<file path="config.mk">
export PLATFORM = sky130hd
export DESIGN_NAME = rfft_queue
export DESIGN_NICKNAME = d
export VERILOG_FILES = /design/src/rtl/rfft_pkg.sv /design/src/rtl/rfft_queue.sv
export SDC_FILE = /design/constraint.sdc
export NUM_CORES = 1
export LEC_CHECK = 0
export ABC_AREA = 1
export BUFFER_PORTS_ARGS = -buffer_cell sky130_fd_sc_hd__clkbuf_2
export CAP_MARGIN = 20
export CORE_MARGIN = 10
export CORE_UTILIZATION = 51
export DETAILED_ROUTE_END_ITERATION = 6
export GPL_TIMING_DRIVEN = 0
export PLACE_DENSITY = 0.88
export SKIP_LAST_GASP = 1
export SYNTH_ARGS = -nofsm -noshare
export SYNTH_HDL_FRONTEND = slang
export SYNTH_SLANG_ARGS = --single-unit
</file>
<file path="constraint.sdc">
create_clock -name clk -period 17.5 [get_ports clk]
set_input_delay 0.875 -clock clk [delete_from_list [all_inputs] [get_ports clk]]
set_output_delay 0.875 -clock clk [all_outputs]
set_load 0.05 [all_outputs]
</file>
<file path="src/rtl/rfft_pkg.sv">
// Shared constants, status types and coefficient helpers for the 16-point real FFT.
`default_nettype none
package rfft_pkg;

  localparam int SAMPLE_WIDTH_DEF   = 16;
  localparam int COEF_FRAC_BITS_DEF = 16;
  localparam int POINTS             = 16;
  localparam int IDX_W              = 4;
  localparam int VAL_W              = 20;

  localparam longint VAL_MAX = 64'sd524287;
  localparam longint VAL_MIN = -64'sd524288;

  localparam longint Q30_SIN_1 = 64'sd410903207;
  localparam longint Q30_SIN_2 = 64'sd759250125;
  localparam longint Q30_SIN_3 = 64'sd992008094;
  localparam longint Q30_CPS   = 64'sd1402911301;
  localparam longint Q30_CMS   = 64'sd581104887;

  typedef struct packed {
    logic full;
    logic empty;
  } q_status_t;

  function automatic longint coef_q(input longint q30, input int frac);
    longint r;
    r = (q30 + (64'sd1 <<< (29 - frac))) >>> (30 - frac);
    return r;
  endfunction

endpackage
`default_nettype wire

</file>
<file path="src/rtl/rfft_queue.sv">
// Two-entry block queue between the collector and the transform engine.
`default_nettype none
module rfft_queue #(
  parameter int BW = rfft_pkg::POINTS * rfft_pkg::SAMPLE_WIDTH_DEF
) (
  input  wire logic            clk,
  input  wire logic            rst,
  input  wire logic            wr,
  input  wire logic [BW-1:0]   wr_data,
  input  wire logic            rd,
  output logic [BW-1:0]        rd_data,
  output rfft_pkg::q_status_t  qs
);
  import rfft_pkg::*;

  logic [BW-1:0] mem [2];
  logic          wr_ptr;
  logic          rd_ptr;
  logic [1:0]    count;
  logic          do_wr;
  logic          do_rd;

  assign qs.full  = (count == 2'd2);
  assign qs.empty = (count == 2'd0);
  assign do_wr    = wr && !qs.full;
  assign do_rd    = rd && !qs.empty;
  assign rd_data  = mem[rd_ptr];

  always_ff @(posedge clk) begin
    if (rst) begin
      wr_ptr <= 1'b0;
      rd_ptr <= 1'b0;
      count  <= 2'd0;
    end else begin
      if (do_wr) wr_ptr <= ~wr_ptr;
      if (do_rd) rd_ptr <= ~rd_ptr;
      if (do_wr && !do_rd) begin
        count <= count + 2'd1;
      end else if (do_rd && !do_wr) begin
        count <= count - 2'd1;
      end
    end
  end

  always_ff @(posedge clk) begin
    if (do_wr) mem[wr_ptr] <= wr_data;
  end

endmodule
`default_nettype wire

</file>
==> flow_summary.yaml <==
synth:
  synthArstFlopShare_pct: 0
  ys_warn_count: 0
  synth_cell_type_count: 15
  synth_top_area_share_pct: 81.8
  synth_flop_cell: "edfxtp_1"
  synth_top_cells_by_area: "edfxtp_1 82%, mux2_2 15%, buf_6 1.6%"
  postSynthAreaPerCell_um2: 22.6
  ys_ff_latch: 517
  yosys.area.top_type: "edfxtp_1"
  synthMuxAreaShare_pct: 15.3
  synthCells: 833
  synth-adder-area-share_pct: 0.0665
  seq_area_frac_synth_pct: 82.3
  synth_most_common_cell: "edfxtp_1"
  synth_top_family_by_area: "multiplexers"
  yosys.area_share.simple_pct: 0.353
  synth_compound_area_share_pct: 0.160
  syn-num-nets: 1094
  synth_edf_count: 512
  netlist_area_um2: 18800
  synth-xor-area-share_pct: 0
  synthTopCellsByCount: "512 x edfxtp_1, 256 x mux2_2, 26 x buf_6"
min_path:
  hold_start: "wr_data[55]"
  whs_endpoint: "mem[0][55]"
  hold-path-cell-count: 1
  hold_path_class: "input pin to flip-flop"
layout:
  fin_nets: 1680
  drive_gt1_share_pct: 61.7
  area_growth_pct: 28.3
sta:
  fin_ws_ns: 14.30
  fin_crit_sh_pct: 18.3
  final.setup_skew_ns: 0.0154
  rsz0062_at_grt: "no"
  hold_viol: 0
  worstMarginPinSlew_ns: 0.970
  slew_headroom_pct: 35.2
  fin_crit_ns: 3.20
  setup_viol: 0
  drv_slew: 0
  fmax_ghz: 0.313
floorplanning:
  die-height_um: 212
  dieWidth_um: 212
  initial_core_util_pct: 51.5
  rows: 70
  io_pins: 518
  die_area_um2: 45000
  core_area_um2: 36500
run:
  drv_cap: 0
clocking:
  cts_tree: "done"
  cts_resized: 0
  post-cts-setup-buffer-count: 0
  cts_buffers: 51
  cts_hold_buffers: 0
  clk_pin_slew_ns: 0.07
  cts_root_buf: "clkbuf_16"
  clk_path_buf_depth: 3
  cts-htree-levels: 2
  cts.sinks: 517
  clkLatencyLatePin_ns: 0.57
setup_path:
  cp_max_fo: 32
  cp_slowest_stage_delay_ns: 0.85
  critPathCaptureType: "flip-flop"
  cp.arrival_ns: 3.46
  critical_path.most_common_cell: "buf_12"
  rr_startpoint: "count[0]"
  critPathKind: "flip-flop to flip-flop"
  worst_setup_path_start_kind: "flip-flop"
  path_cells: "o21ai_0, nor2_4, buf_12, buf_12, buf_12, buf_12, buf_16"
  required_ns: 17.77
  worst-r2r-cell-count: 7
  r2r-end: "mem[1][156]"
  slowest_stage: "nor2_4"
  ff2ff_setup_slack_ns: 14.30
power:
  p_leak_nw: 9.17
  p_comb_share_pct: 33.0
  p_int_w: 0.00263
  vdd_ir_drop_max_v: 0.000120
  powerDensity_nw_per_um2: 171
  pwr-share-clk_pct: 28.0
  p_seq_share_pct: 39.0
  switching_share_pct: 36.1
  power.total_w: 0.00411
  power_switching_w: 0.00149
grt:
  grt_pass1_vias: 11068
  grt_first_pass_wirelength_um: 69200
  grt_max_degree: 34
  track_usage_pct: 20.8
  antenna_found_initial: 10
  globalRouteOverflowTotal: 0
placed_design:
  port_buffers: 517
  dpl.hpwl_um: 34500
  gp_congestion: 0.796
  dp_worst_setup_slack_ns: 13.86
route:
  vias: 10167
  routed_wl_um: 48000
  avgRoutedWirePerCell_um: 24.9
  route.detailed.drc: 0
  drtPass1Iterations: 5
  drt-initial-drc-count: 756
  avgViaCountPerCell: 5.26
  ant_nets: 0
status:
  status: "completed"
-- metal layers --
| metal | vias up | routed length, µm | track usage (%) |
|---|---|---|---|
| met5 | - | 55 | 0 |
| met4 | 8 | 1670 | 8.83 |
| li1 | 4510 | - | - |
| met1 | 5042 | 16100 | 22.0 |
| met2 | 498 | 25400 | 36.7 |
| met3 | 109 | 4810 | 7.52 |
-- sequential cells by signal, summed over array words and instances, names as in the netlist, named ones only --
signal  flops
count       2
mem       512
rd_ptr      1
wr_ptr      1
-- cells by family after synthesis --
group,after synthesis
buf+inv,37
compound gates,6
simple gates,16
fa+ha+maj,1
mux,256
flops,517
-- cell usage in the layout, fill, tap and decap left out, types with 3 or more instances in the layout --
cell	count
clkbuf_2	517
edfxtp_1	512
mux2_2	256
clkbuf_16	51
buf_6	26
buf_12	14
bufinv_16	11
clkinv_2	10
inv_1	9
nor2_1	7
clkinv_1	7
diode_2	6
o21ai_0	5
dfxtp_1	5
clkbuf_1	5
nand2_1	4
inv_6	4
clkinvlp_4	3
-- how the worst max path moves through the flow --
stage / slack [ns] / endpoint / from / cells past startpoint
floorplan: 4.99 / mem[0][0] / wr / 2
CTS: 14.30 / mem[1][161] / count[0] / 7
finish: 14.30 / mem[1][156] / count[0] / 7
detailed placement: 13.86 / mem[1][163] / wr / 8
global route: 14.11 / mem[1][181] / count[0] / 7
global placement: -0.37 / mem[1][163] / wr / 3
-- final cells by class --
| cell class | count | area (µm²) |
|---|---|---|
| Antenna cell | 6 | 15.0 |
| Inverter | 9 | 33.8 |
| Timing Repair Buffer | 533 | 2920 |
| Multi-Input combinational cell | 279 | 3010 |
| Clock buffer | 56 | 1290 |
| Tap cell | 468 | 586 |
| Fill cell | 2333 | 12400 |
| Clock inverter | 37 | 482 |
| Buffer | 28 | 305 |
| Sequential cell | 517 | 15500 |
-- metrics by stage --
step	TNS, ns	instances	instance area [µm²]	utilization, %	hold WS, ns
finish	0	1933	24100	66.0	0.483
floorplan	0	833	18800	-	0.476
detailed placement	0	1834	22300	61.1	0.542
global placement	-172.98	1818	22000	60.2	0.503
CTS	0	1927	24100	66.0	0.445
global route	0	1931	24100	66.0	0.465
-- worst max-delay path: cells and delay by family (launching register included) --
| kind | cells | cell delay [ns] |
|---|---|---|
| compound gates | 1 | 0.34 |
| flops | 1 | 0.42 |
| buf+inv | 5 | 1.21 |
| simple gates | 1 | 0.85 |
-- power by group through the flow --
stage / clock network, W / logic (W) / registers [W]
final: 0.00115 / 0.00136 / 0.00160
after detailed placement: 0 / 0.00136 / 0.00163
after CTS: 0.00118 / 0.00137 / 0.00161
after global routing: 0.00122 / 0.00141 / 0.00162
after floorplan: 0 / 0.000994 / 0.00170
after global placement: 0 / 0.00130 / 0.00174
(Power assumes the default switching activity.)
