==> src/rtl/rfft_pkg.sv <==
// Shared constants, status types and coefficient helpers for the 16-point real FFT.
`default_nettype none
package rfft_pkg;

  localparam int SAMPLE_WIDTH_DEF   = 16;
  localparam int COEF_FRAC_BITS_DEF = 16;
  localparam int POINTS             = 16;
  localparam int IDX_W              = 4;
  localparam int VAL_W              = 20;

  localparam longint VAL_MAX = 64'sd524287;
  localparam longint VAL_MIN = -64'sd524288;

  localparam longint Q30_SIN_1 = 64'sd410903207;
  localparam longint Q30_SIN_2 = 64'sd759250125;
  localparam longint Q30_SIN_3 = 64'sd992008094;
  localparam longint Q30_CPS   = 64'sd1402911301;
  localparam longint Q30_CMS   = 64'sd581104887;

  typedef struct packed {
    logic full;
    logic empty;
  } q_status_t;

  function automatic longint coef_q(input longint q30, input int frac);
    longint r;
    r = (q30 + (64'sd1 <<< (29 - frac))) >>> (30 - frac);
    return r;
  endfunction

endpackage
`default_nettype wire

==> src/rtl/rfft_front.sv <==
// Sample collector: counts samples and hands each full block of sixteen to the queue.
`default_nettype none
module rfft_front #(
  parameter int SAMPLE_WIDTH = rfft_pkg::SAMPLE_WIDTH_DEF
) (
  input  wire logic                                  clk,
  input  wire logic                                  rst,
  input  wire logic [SAMPLE_WIDTH-1:0]               sample,
  input  wire logic                                  push,
  output logic                                       full,
  output logic                                       q_push,
  output logic [rfft_pkg::POINTS*SAMPLE_WIDTH-1:0]   q_data,
  input  wire rfft_pkg::q_status_t                   qs
);
  import rfft_pkg::*;

  localparam logic [IDX_W-1:0] LAST = IDX_W'(POINTS - 1);

  logic [IDX_W-1:0]        fill_count;
  logic [SAMPLE_WIDTH-1:0] shreg [POINTS];
  logic                    accept;

  assign full   = (fill_count == LAST) && qs.full;
  assign accept = push && !full;
  assign q_push = accept && (fill_count == LAST);

  always_comb begin
    for (int n = 0; n < POINTS - 1; n++) begin
      q_data[n*SAMPLE_WIDTH +: SAMPLE_WIDTH] = shreg[n+1];
    end
    q_data[(POINTS-1)*SAMPLE_WIDTH +: SAMPLE_WIDTH] = sample;
  end

  always_ff @(posedge clk) begin
    if (rst) begin
      fill_count <= '0;
    end else if (accept) begin
      fill_count <= fill_count + 1'b1;
    end
  end

  always_ff @(posedge clk) begin
    if (accept) begin
      for (int n = 0; n < POINTS - 1; n++) begin
        shreg[n] <= shreg[n+1];
      end
      shreg[POINTS-1] <= sample;
    end
  end

endmodule
`default_nettype wire

==> config.mk <==
export PLATFORM = sky130hd
export DESIGN_NAME = rfft_front
export DESIGN_NICKNAME = d
export VERILOG_FILES = /design/src/rtl/rfft_pkg.sv /design/src/rtl/rfft_front.sv
export SDC_FILE = /design/constraint.sdc
export NUM_CORES = 1
export LEC_CHECK = 0
export BUFFER_PORTS_ARGS = -buffer_cell sky130_fd_sc_hd__buf_4
export CAP_MARGIN = 20
export CORE_MARGIN = 2
export CORE_UTILIZATION = 30
export CTS_BUF_LIST = sky130_fd_sc_hd__clkbuf_4 sky130_fd_sc_hd__clkbuf_8
export DETAILED_ROUTE_END_ITERATION = 12
export SLEW_MARGIN = 10
export SYNTH_ARGS = -nofsm -noshare
export SYNTH_HDL_FRONTEND = slang
export SYNTH_SLANG_ARGS = --single-unit
==> constraint.sdc <==
create_clock -name clk -period 28.7 [get_ports clk]
set_clock_uncertainty 0.15 [all_clocks]
set_input_delay 5.74 -clock clk [delete_from_list [all_inputs] [get_ports clk]]
set_output_delay 5.74 -clock clk [all_outputs]
set_load 0.03 [all_outputs]
==> flow_summary.ini, run 1 <==
[yosys]
synth_fp_nets = 301
synth_cell_types = 18
syn_inst = 279
synth-seq-cells = 244
avgSynthCellArea_sq_um = 26.98
yosysSeqAreaShare_pct = 96.81
synth.cell_area_sq_um = 7527
yosysWarnings = 0

[clock_tree]
cts_tree = yes
cts_root_buffer = clkbuf_8
ctsHoldBuffers = 0
clk_pin_slew_ns = 0.06
numCtsBuffers = 41
clk_latency_ns = 0.52
cts_sinks = 244
htree_levels = 2
clockBufferDepth = 3
postCtsSetupBuffers = 0
postCtsResizedCells = 0

[detailed_routing]
drc_errors = 0
viasPerCell = 4.111
totalWireLength_mm = 15.82
vias = 3856
wl_per_cell_microns = 16.87
drt_iter0_markers = 270
ant_nets = 0
drtPass1Iterations = 4

[worst_setup_path]
critical_path_required_ns = 22.81
cp_max_fo = 6
critPathKind = in -> out
crit_path_end_kind = output port
arrival_ns = 6.57
startpoint_type = input pin

[placement]
gp_congestion = 0.7923
port_buffers = 277
dp_slack_ns = 16.24
dp_cells = 866
dp_hpwl_mm = 10.76
placed_area_sq_um = 9927

[sta]
post-route-min-period_ns = 12.46
setup_viol = 0
rsz0062_at_grt = false
post-route-period-util_pct = 43.41
fin_setup_tns_ns = 0
fmax_mhz = 80.27
tightestPinTransition_ns = 0.9562
slew_headroom_pct = 36.25
maxSlewViolCount = 0
worst_slack_ns = 16.24
finalHoldViolCount = 0

[floorplanning]
start_util_pct = 30.77
coreArea_sq_um = 24460
die_y_microns = 162.4
rows = 57
die-area_sq_um = 26370
io_pins = 279
die_w_microns = 162.4

[layout]
antenna_cells = 0
design_area_sq_um = 10710
syn_to_final_growth_pct = 42.32
final_common_cell = buf_4
instances_no_fill = 938
layout.nets = 607
final_cell_mix = 278 x buf_4, 240 x edfxtp_1, 42 x clkbuf_8
drive_above_1_share_pct = 55.70

[power]
power.combinational.fraction_pct = 10.4
swShare_pct = 24.76
p_sw_uw = 199.9
pwr-share-clk_pct = 36.7
power_density_nw_per_um2 = 75.37
leakage_uw = 0.004195
power_uw = 807.4
pwr-share-seq_pct = 52.9
vdd_drop_max_uv = 53.18
p_int_uw = 607.5

[global_route]
grt_pass1_wl_mm = 23.00
grt_pass1_vias = 4104
antenna_found_initial = 0
grt-ovfl-total = 0
grt_max_degree = 166
grt_usage_pct = 11.33

[flow_run]
cap_violations = 0

[status]
status = finished clean

[min_path]
hp-class = reg -> reg
through the flow:
stage	util [%]	hold slack (ns)
2_1_floorplan	-	0.3148
3_3_place_gp	40.58	0.2851
3_5_place_dp	40.58	0.2851
4_1_cts	43.79	0.2901
5_1_grt	43.79	0.3079
6_report	43.79	0.2964
worst max-delay path: stages:
cell and delay [ns]:
buf_4 0.12, nand4_2 0.11, inv_2 0.08, nor2_4 0.12, and4_2 0.23, buf_4 0.16
registers in the layout (all words and copies together) (netlist names):
register,count
shreg,240
fill_count,4
routing by layer:
metal / global-route usage (%) / vias to the layer above / share of wire [%]
met4: 4.545 / 0 / 2.3
met1: 13.03 / 1849 / 38
met2: 18.32 / 249 / 47
li1: - / 1723 / -
met3: 5.424 / 35 / 13
met5: 0 / - / 0
power groups by stage:
stage | sequential (uW) | combinational [uW] | clock [uW]
floorplan | 477 | 9.27 | 0
global placement | 434 | 84.8 | 0
detailed placement | 435 | 85.0 | 0
CTS | 428 | 85.0 | 309
global route | 430 | 87.1 | 325
finish | 427 | 84.0 | 296
final timing paths:
kind	from	to	slack, ns	depth (start not counted)
worst max register to register	fill_count[0]$_SDFFE_PP0P_	shreg[1][66]$_DFFE_PP_	25.57	6
worst max-delay path	qs[1]	q_push	16.24	6
worst min register to register	shreg[1][16]$_DFFE_PP_	shreg[1][0]$_DFFE_PP_	0.30	0
worst min-delay path	shreg[1][16]$_DFFE_PP_	shreg[1][0]$_DFFE_PP_	0.30	0
cell type report:
| type | count | area (sq um) |
|---|---|---|
| multi-input combinational | 17 | 120.1 |
| sequential | 244 | 7287 |
| clock buffer | 50 | 638.1 |
| fill | 2147 | 13750 |
| inverter | 2 | 7.507 |
| timing repair buffer | 279 | 2107 |
| tap | 324 | 405.4 |
| clock inverter | 22 | 147.6 |
cell families after synthesis:
logic type,share of synthesized area [%]
adder cells (fa/ha/maj),0.1662
AND/OR/NAND/NOR,0.8145
buffers and inverters,1.695
XOR/XNOR,0.1164
AO/OA/AOI/OAI,0.3988
flip-flops,96.81
synthesized netlist by cell type:
master / count / area (sq um)
and4_2: 1 / 10.01
xor2_1: 1 / 8.760
nand4_1: 1 / 6.260
ha_1: 1 / 12.51
nand3_1: 1 / 5.000
o21ai_0: 3 / 15.01
inv_2: 1 / 3.750
dfxtp_1: 4 / 80.08
inv_1: 1 / 3.750
or4_1: 1 / 7.510
or3_1: 1 / 6.260
edfxtp_1: 240 / 7207
a21oi_1: 3 / 15.01
nand2b_1: 1 / 6.260
nor2_1: 1 / 3.750
nand4_2: 1 / 12.51
nand2_1: 1 / 3.750
buf_4: 16 / 120.1
No activity file was read; power rests on OpenSTA's default activity.
==> run 2, diff against run 1 <==
- clock period: 28.7 -> 10.9 ns (I/O delays scaled with it)
==> flow_summary.ini, run 2 (synthesized netlist as in run 1, its figures left out) <==
[detailed_routing]
viasPerCell = 4.096
drt_iter0_markers = 292
ant_nets = 0
vias = 3854
totalWireLength_mm = 15.81
wl_per_cell_microns = 16.80
drc_errors = 0
drtPass1Iterations = 4

[flow_run]
cap_violations = 0

[sta]
setup_viol = 0
post-route-period-util_pct = 52.66
tightestPinTransition_ns = 1.032
finalHoldViolCount = 0
slew_headroom_pct = 31.20
maxSlewViolCount = 0
worst_slack_ns = 5.161
fin_setup_tns_ns = 0
rsz0062_at_grt = false
post-route-min-period_ns = 5.739
fmax_mhz = 174.2

[clock_tree]
numCtsBuffers = 41
clk_latency_ns = 0.52
postCtsSetupBuffers = 0
htree_levels = 2
postCtsResizedCells = 0
cts_root_buffer = clkbuf_8
cts_tree = yes
ctsHoldBuffers = 0
cts_sinks = 244
clockBufferDepth = 3
clk_pin_slew_ns = 0.06

[worst_setup_path]
reg2reg_slack_ns = 7.42
crit_path_max_incr_delay_ns = 0.45
arrival_ns = 3.41
crit_chain = buf_4, nand4_2, inv_2, nor2_4, and4_2, buf_4
cp-startpoint = qs[1]
critical_path_required_ns = 8.57
critPathTopFamily = simple AND/OR/NAND/NOR gates
critPathBufInv = 3
crit_cells = 6
endpoint = q_push
path_common_cell = buf_4
reg2reg_depth = 6
r2r_end = shreg[1][13]$_DFFE_PP_
startpoint_type = input pin
rr_startpoint = fill_count[0]$_SDFFE_PP0P_
critPathKind = in -> out
cp_max_fo = 21
crit_path_end_kind = output port
slowest_stage = nor2_4

[layout]
final_common_cell = buf_4
antenna_cells = 0
design_area_sq_um = 10750
syn_to_final_growth_pct = 42.84
final_cell_mix = 280 x buf_4, 240 x edfxtp_1, 43 x clkbuf_8
layout.nets = 608
instances_no_fill = 941
largest_reg_flops = 240
reg_top3 = shreg: 240 flops, fill_count: 4 flops
n_fill_cell = 2120
drive_above_1_share_pct = 56.40
final_util_pct = 43.95
largest_register = shreg

[global_route]
grt_usage_pct = 11.45
antenna_found_initial = 0
grt_max_degree = 88
grt_pass1_wl_mm = 23.09
grt-ovfl-total = 0
grt_pass1_vias = 4017

[floorplanning]
start_util_pct = 30.77
die_y_microns = 162.4
die-area_sq_um = 26370
coreArea_sq_um = 24460
io_pins = 279
rows = 57
die_w_microns = 162.4

[placement]
dp_hpwl_mm = 10.84
port_buffers = 277
placed_area_sq_um = 9922
dp_slack_ns = 5.142
gp_congestion = 0.8053
dp_cells = 867

[min_path]
min_from = shreg[0][80]$_DFFE_PP_
hp-class = reg -> reg

[status]
status = finished clean

[power]
vdd_drop_max_uv = 101.0
power_density_nw_per_um2 = 200.2
leakage_uw = 0.004210
run 2: power by group:
group / leakage [uW] / switching (uW) / internal, uW
combinational: 0.00140 / 151 / 69.7
clock: 0.000431 / 340 / 467
sequential: 0.00238 / 28.8 / 1100
total: 0.00421 / 520 / 1630
run 2: final cells by class:
type	instances	area, sq um	share of cell area [%]
flip-flops and latches	244	7287	67.78
well taps	324	405.4	3.770
clock inverters	15	117.6	1.094
repair buffers	280	2102	19.55
inverters	2	7.507	0.06982
multi-input cells	17	120.1	1.117
clock buffers	59	711.9	6.622
run 2: worst register-to-register path: cells and delay by family, from the launching register on:
kind,cells,cell delay [ns]
buf+inv,3,1.74
simple gates,2,0.59
fa+ha+maj,1,0.25
flops,1,0.34
run 2: worst min-delay path by stage:
stage                                      end  slack [ns]  cells past startpoint
finish                  shreg[0][64]$_DFFE_PP_        0.29                      0
global route            shreg[0][76]$_DFFE_PP_        0.31                      0
CTS                    shreg[0][125]$_DFFE_PP_        0.30                      0
detailed placement      shreg[0][43]$_DFFE_PP_        0.28                      0
global placement        shreg[1][55]$_DFFE_PP_        0.29                      0
floorplan           fill_count[1]$_SDFFE_PP0P_        0.31                      2
run 2: per-layer routing:
layer  global-route usage, %  vias to the layer above  share of wire, %
met4                   4.465                        0               1.9
met2                   18.34                      252                46
met1                   13.01                     1843                39
met3                   5.984                       29                13
li1                        -                     1730                 -
met5                       0                        -                 0
run 2: metrics by stage:
step / total power, uW / hold WS (ns)
floorplan: 1269 / 0.3148
global placement: 1365 / 0.2853
CTS: 2191 / 0.2958
finish: 2153 / 0.2912
detailed placement: 1369 / 0.2849
global route: 2242 / 0.3071
==> run 3, diff against run 2 <==
- clock period: 10.9 -> 5.7 ns (I/O delays scaled with it)
==> flow_summary.ini, run 3 (synthesized netlist as in run 1, its figures left out) <==
[worst_setup_path]
path_common_cell = buf_4
crit_path_max_incr_delay_ns = 0.23
critPathKind = in -> out
critPathTopFamily = simple AND/OR/NAND/NOR gates
crit_chain = buf_4, nand4_2, inv_2, nor2_4, and4_2, buf_4
startpoint_type = input pin
critPathBufInv = 3
critical_path_required_ns = 4.41
crit_path_end_kind = output port
cp_max_fo = 6
slowest_stage = and4_2
arrival_ns = 1.96

[status]
status = finished clean

[flow_run]
cap_violations = 0

[power]
power_density_nw_per_um2 = 378.8
power_uw = 4063
vdd_drop_max_uv = 204.2
leakage_uw = 0.004201

[detailed_routing]
vias = 3836
drc_errors = 0
viasPerCell = 4.085
ant_nets = 0
drt_iter0_markers = 289
totalWireLength_mm = 15.46
wl_per_cell_microns = 16.47
drtPass1Iterations = 4

[clock_tree]
postCtsSetupBuffers = 0
clockBufferDepth = 3
clk_latency_ns = 0.52
postCtsResizedCells = 0
cts_tree = yes
ctsHoldBuffers = 0
htree_levels = 2
cts_sinks = 244
clk_pin_slew_ns = 0.06
cts_root_buffer = clkbuf_8
numCtsBuffers = 41

[placement]
dp_slack_ns = 2.059
port_buffers = 277
gp_congestion = 0.7806
dp_hpwl_mm = 10.39

[floorplanning]
coreArea_sq_um = 24460
io_pins = 279
die_w_microns = 162.4
rows = 57
start_util_pct = 30.77
die-area_sq_um = 26370
die_y_microns = 162.4

[global_route]
antenna_found_initial = 0
grt_pass1_vias = 4125
grt_pass1_wl_mm = 23.09
grt_usage_pct = 11.33
grt-ovfl-total = 0
grt_max_degree = 188

[layout]
largest_reg_flops = 240
antenna_cells = 0
final_common_cell = buf_4
final_cell_mix = 278 x buf_4, 240 x edfxtp_1, 43 x clkbuf_8
syn_to_final_growth_pct = 42.50
reg_top3 = shreg: 240 flops, fill_count: 4 flops
layout.nets = 607
multi_input_area_sq_um = 120.1
drive_above_1_share_pct = 56.26
largest_register = shreg
seq_area_sq_um = 7287
final_util_pct = 43.85
n_fill_cell = 2146

[sta]
worst_slack_ns = 2.449
setup_viol = 0
maxSlewViolCount = 0
fmax_mhz = 307.6
slew_headroom_pct = 28.14
fin_setup_tns_ns = 0
post-route-period-util_pct = 57.03
finalHoldViolCount = 0
rsz0062_at_grt = false
post-route-min-period_ns = 3.251
tightestPinTransition_ns = 1.078

[min_path]
hp-class = reg -> reg
[run 3: changes by cell type in the layout (fill, tap and decap cells not counted)]
| cell | before | now |
|---|---|---|
| buf_4 | 280 | 278 |
| buf_12 | 0 | 1 |
| clkbuf_4 | 16 | 17 |
| bufinv_16 | 2 | 1 |
| clkinvlp_4 | 2 | 1 |
[run 3: area by class of cell]
| type | count | share of cell area (%) |
|---|---|---|
| clock buffer | 60 | 6.707 |
| clock inverter | 13 | 0.7465 |
| inverter | 2 | 0.06999 |
| multi-input combinational | 17 | 1.120 |
| sequential | 244 | 67.93 |
| tap | 324 | 3.779 |
| timing repair buffer | 279 | 19.64 |
[run 3: worst paths after layout]
kind                                            startpoint                 endpoint  slack (ns)  cells past startpoint
worst max-delay path                                 qs[1]                   q_push        2.45                      6
worst min-delay path                shreg[1][12]$_DFFE_PP_  shreg[0][124]$_DFFE_PP_        0.29                      0
worst max register to register  fill_count[0]$_SDFFE_PP0P_  shreg[1][126]$_DFFE_PP_        2.63                      6
worst min register to register      shreg[1][12]$_DFFE_PP_  shreg[0][124]$_DFFE_PP_        0.29                      0
[run 3: routing by layer]
| layer | up-vias | routed length, microns | global-route usage (%) |
|---|---|---|---|
| li1 | 1720 | - | - |
| met1 | 1848 | 5842 | 12.63 |
| met2 | 248 | 7407 | 18.20 |
| met3 | 20 | 1963 | 6.137 |
| met4 | 0 | 250 | 4.586 |
| met5 | - | 0 | 0 |
[run 3: worst reg2reg max path, stage by stage, from the launching register on]
cell and delay, ns:
dfxtp_1 0.34, ha_1 0.25, nand4_2 0.14, inv_2 0.09, nor2_4 0.11, buf_12 0.59, buf_4 0.98
[run 3: through the flow]
step,std cells,cell area (sq um),hold slack [ns]
final,939,10730,0.2894
after global routing,939,10730,0.2973
after CTS,939,10730,0.2813
after detailed placement,866,9927,0.2844
after global placement,866,9927,0.2857
after floorplan,279,7535,0.3148
[run 3: power by group]
part / internal (uW) / switching, uW
Sequential: 2100 / 53.6
Clock: 850 / 640
Combinational: 134 / 288
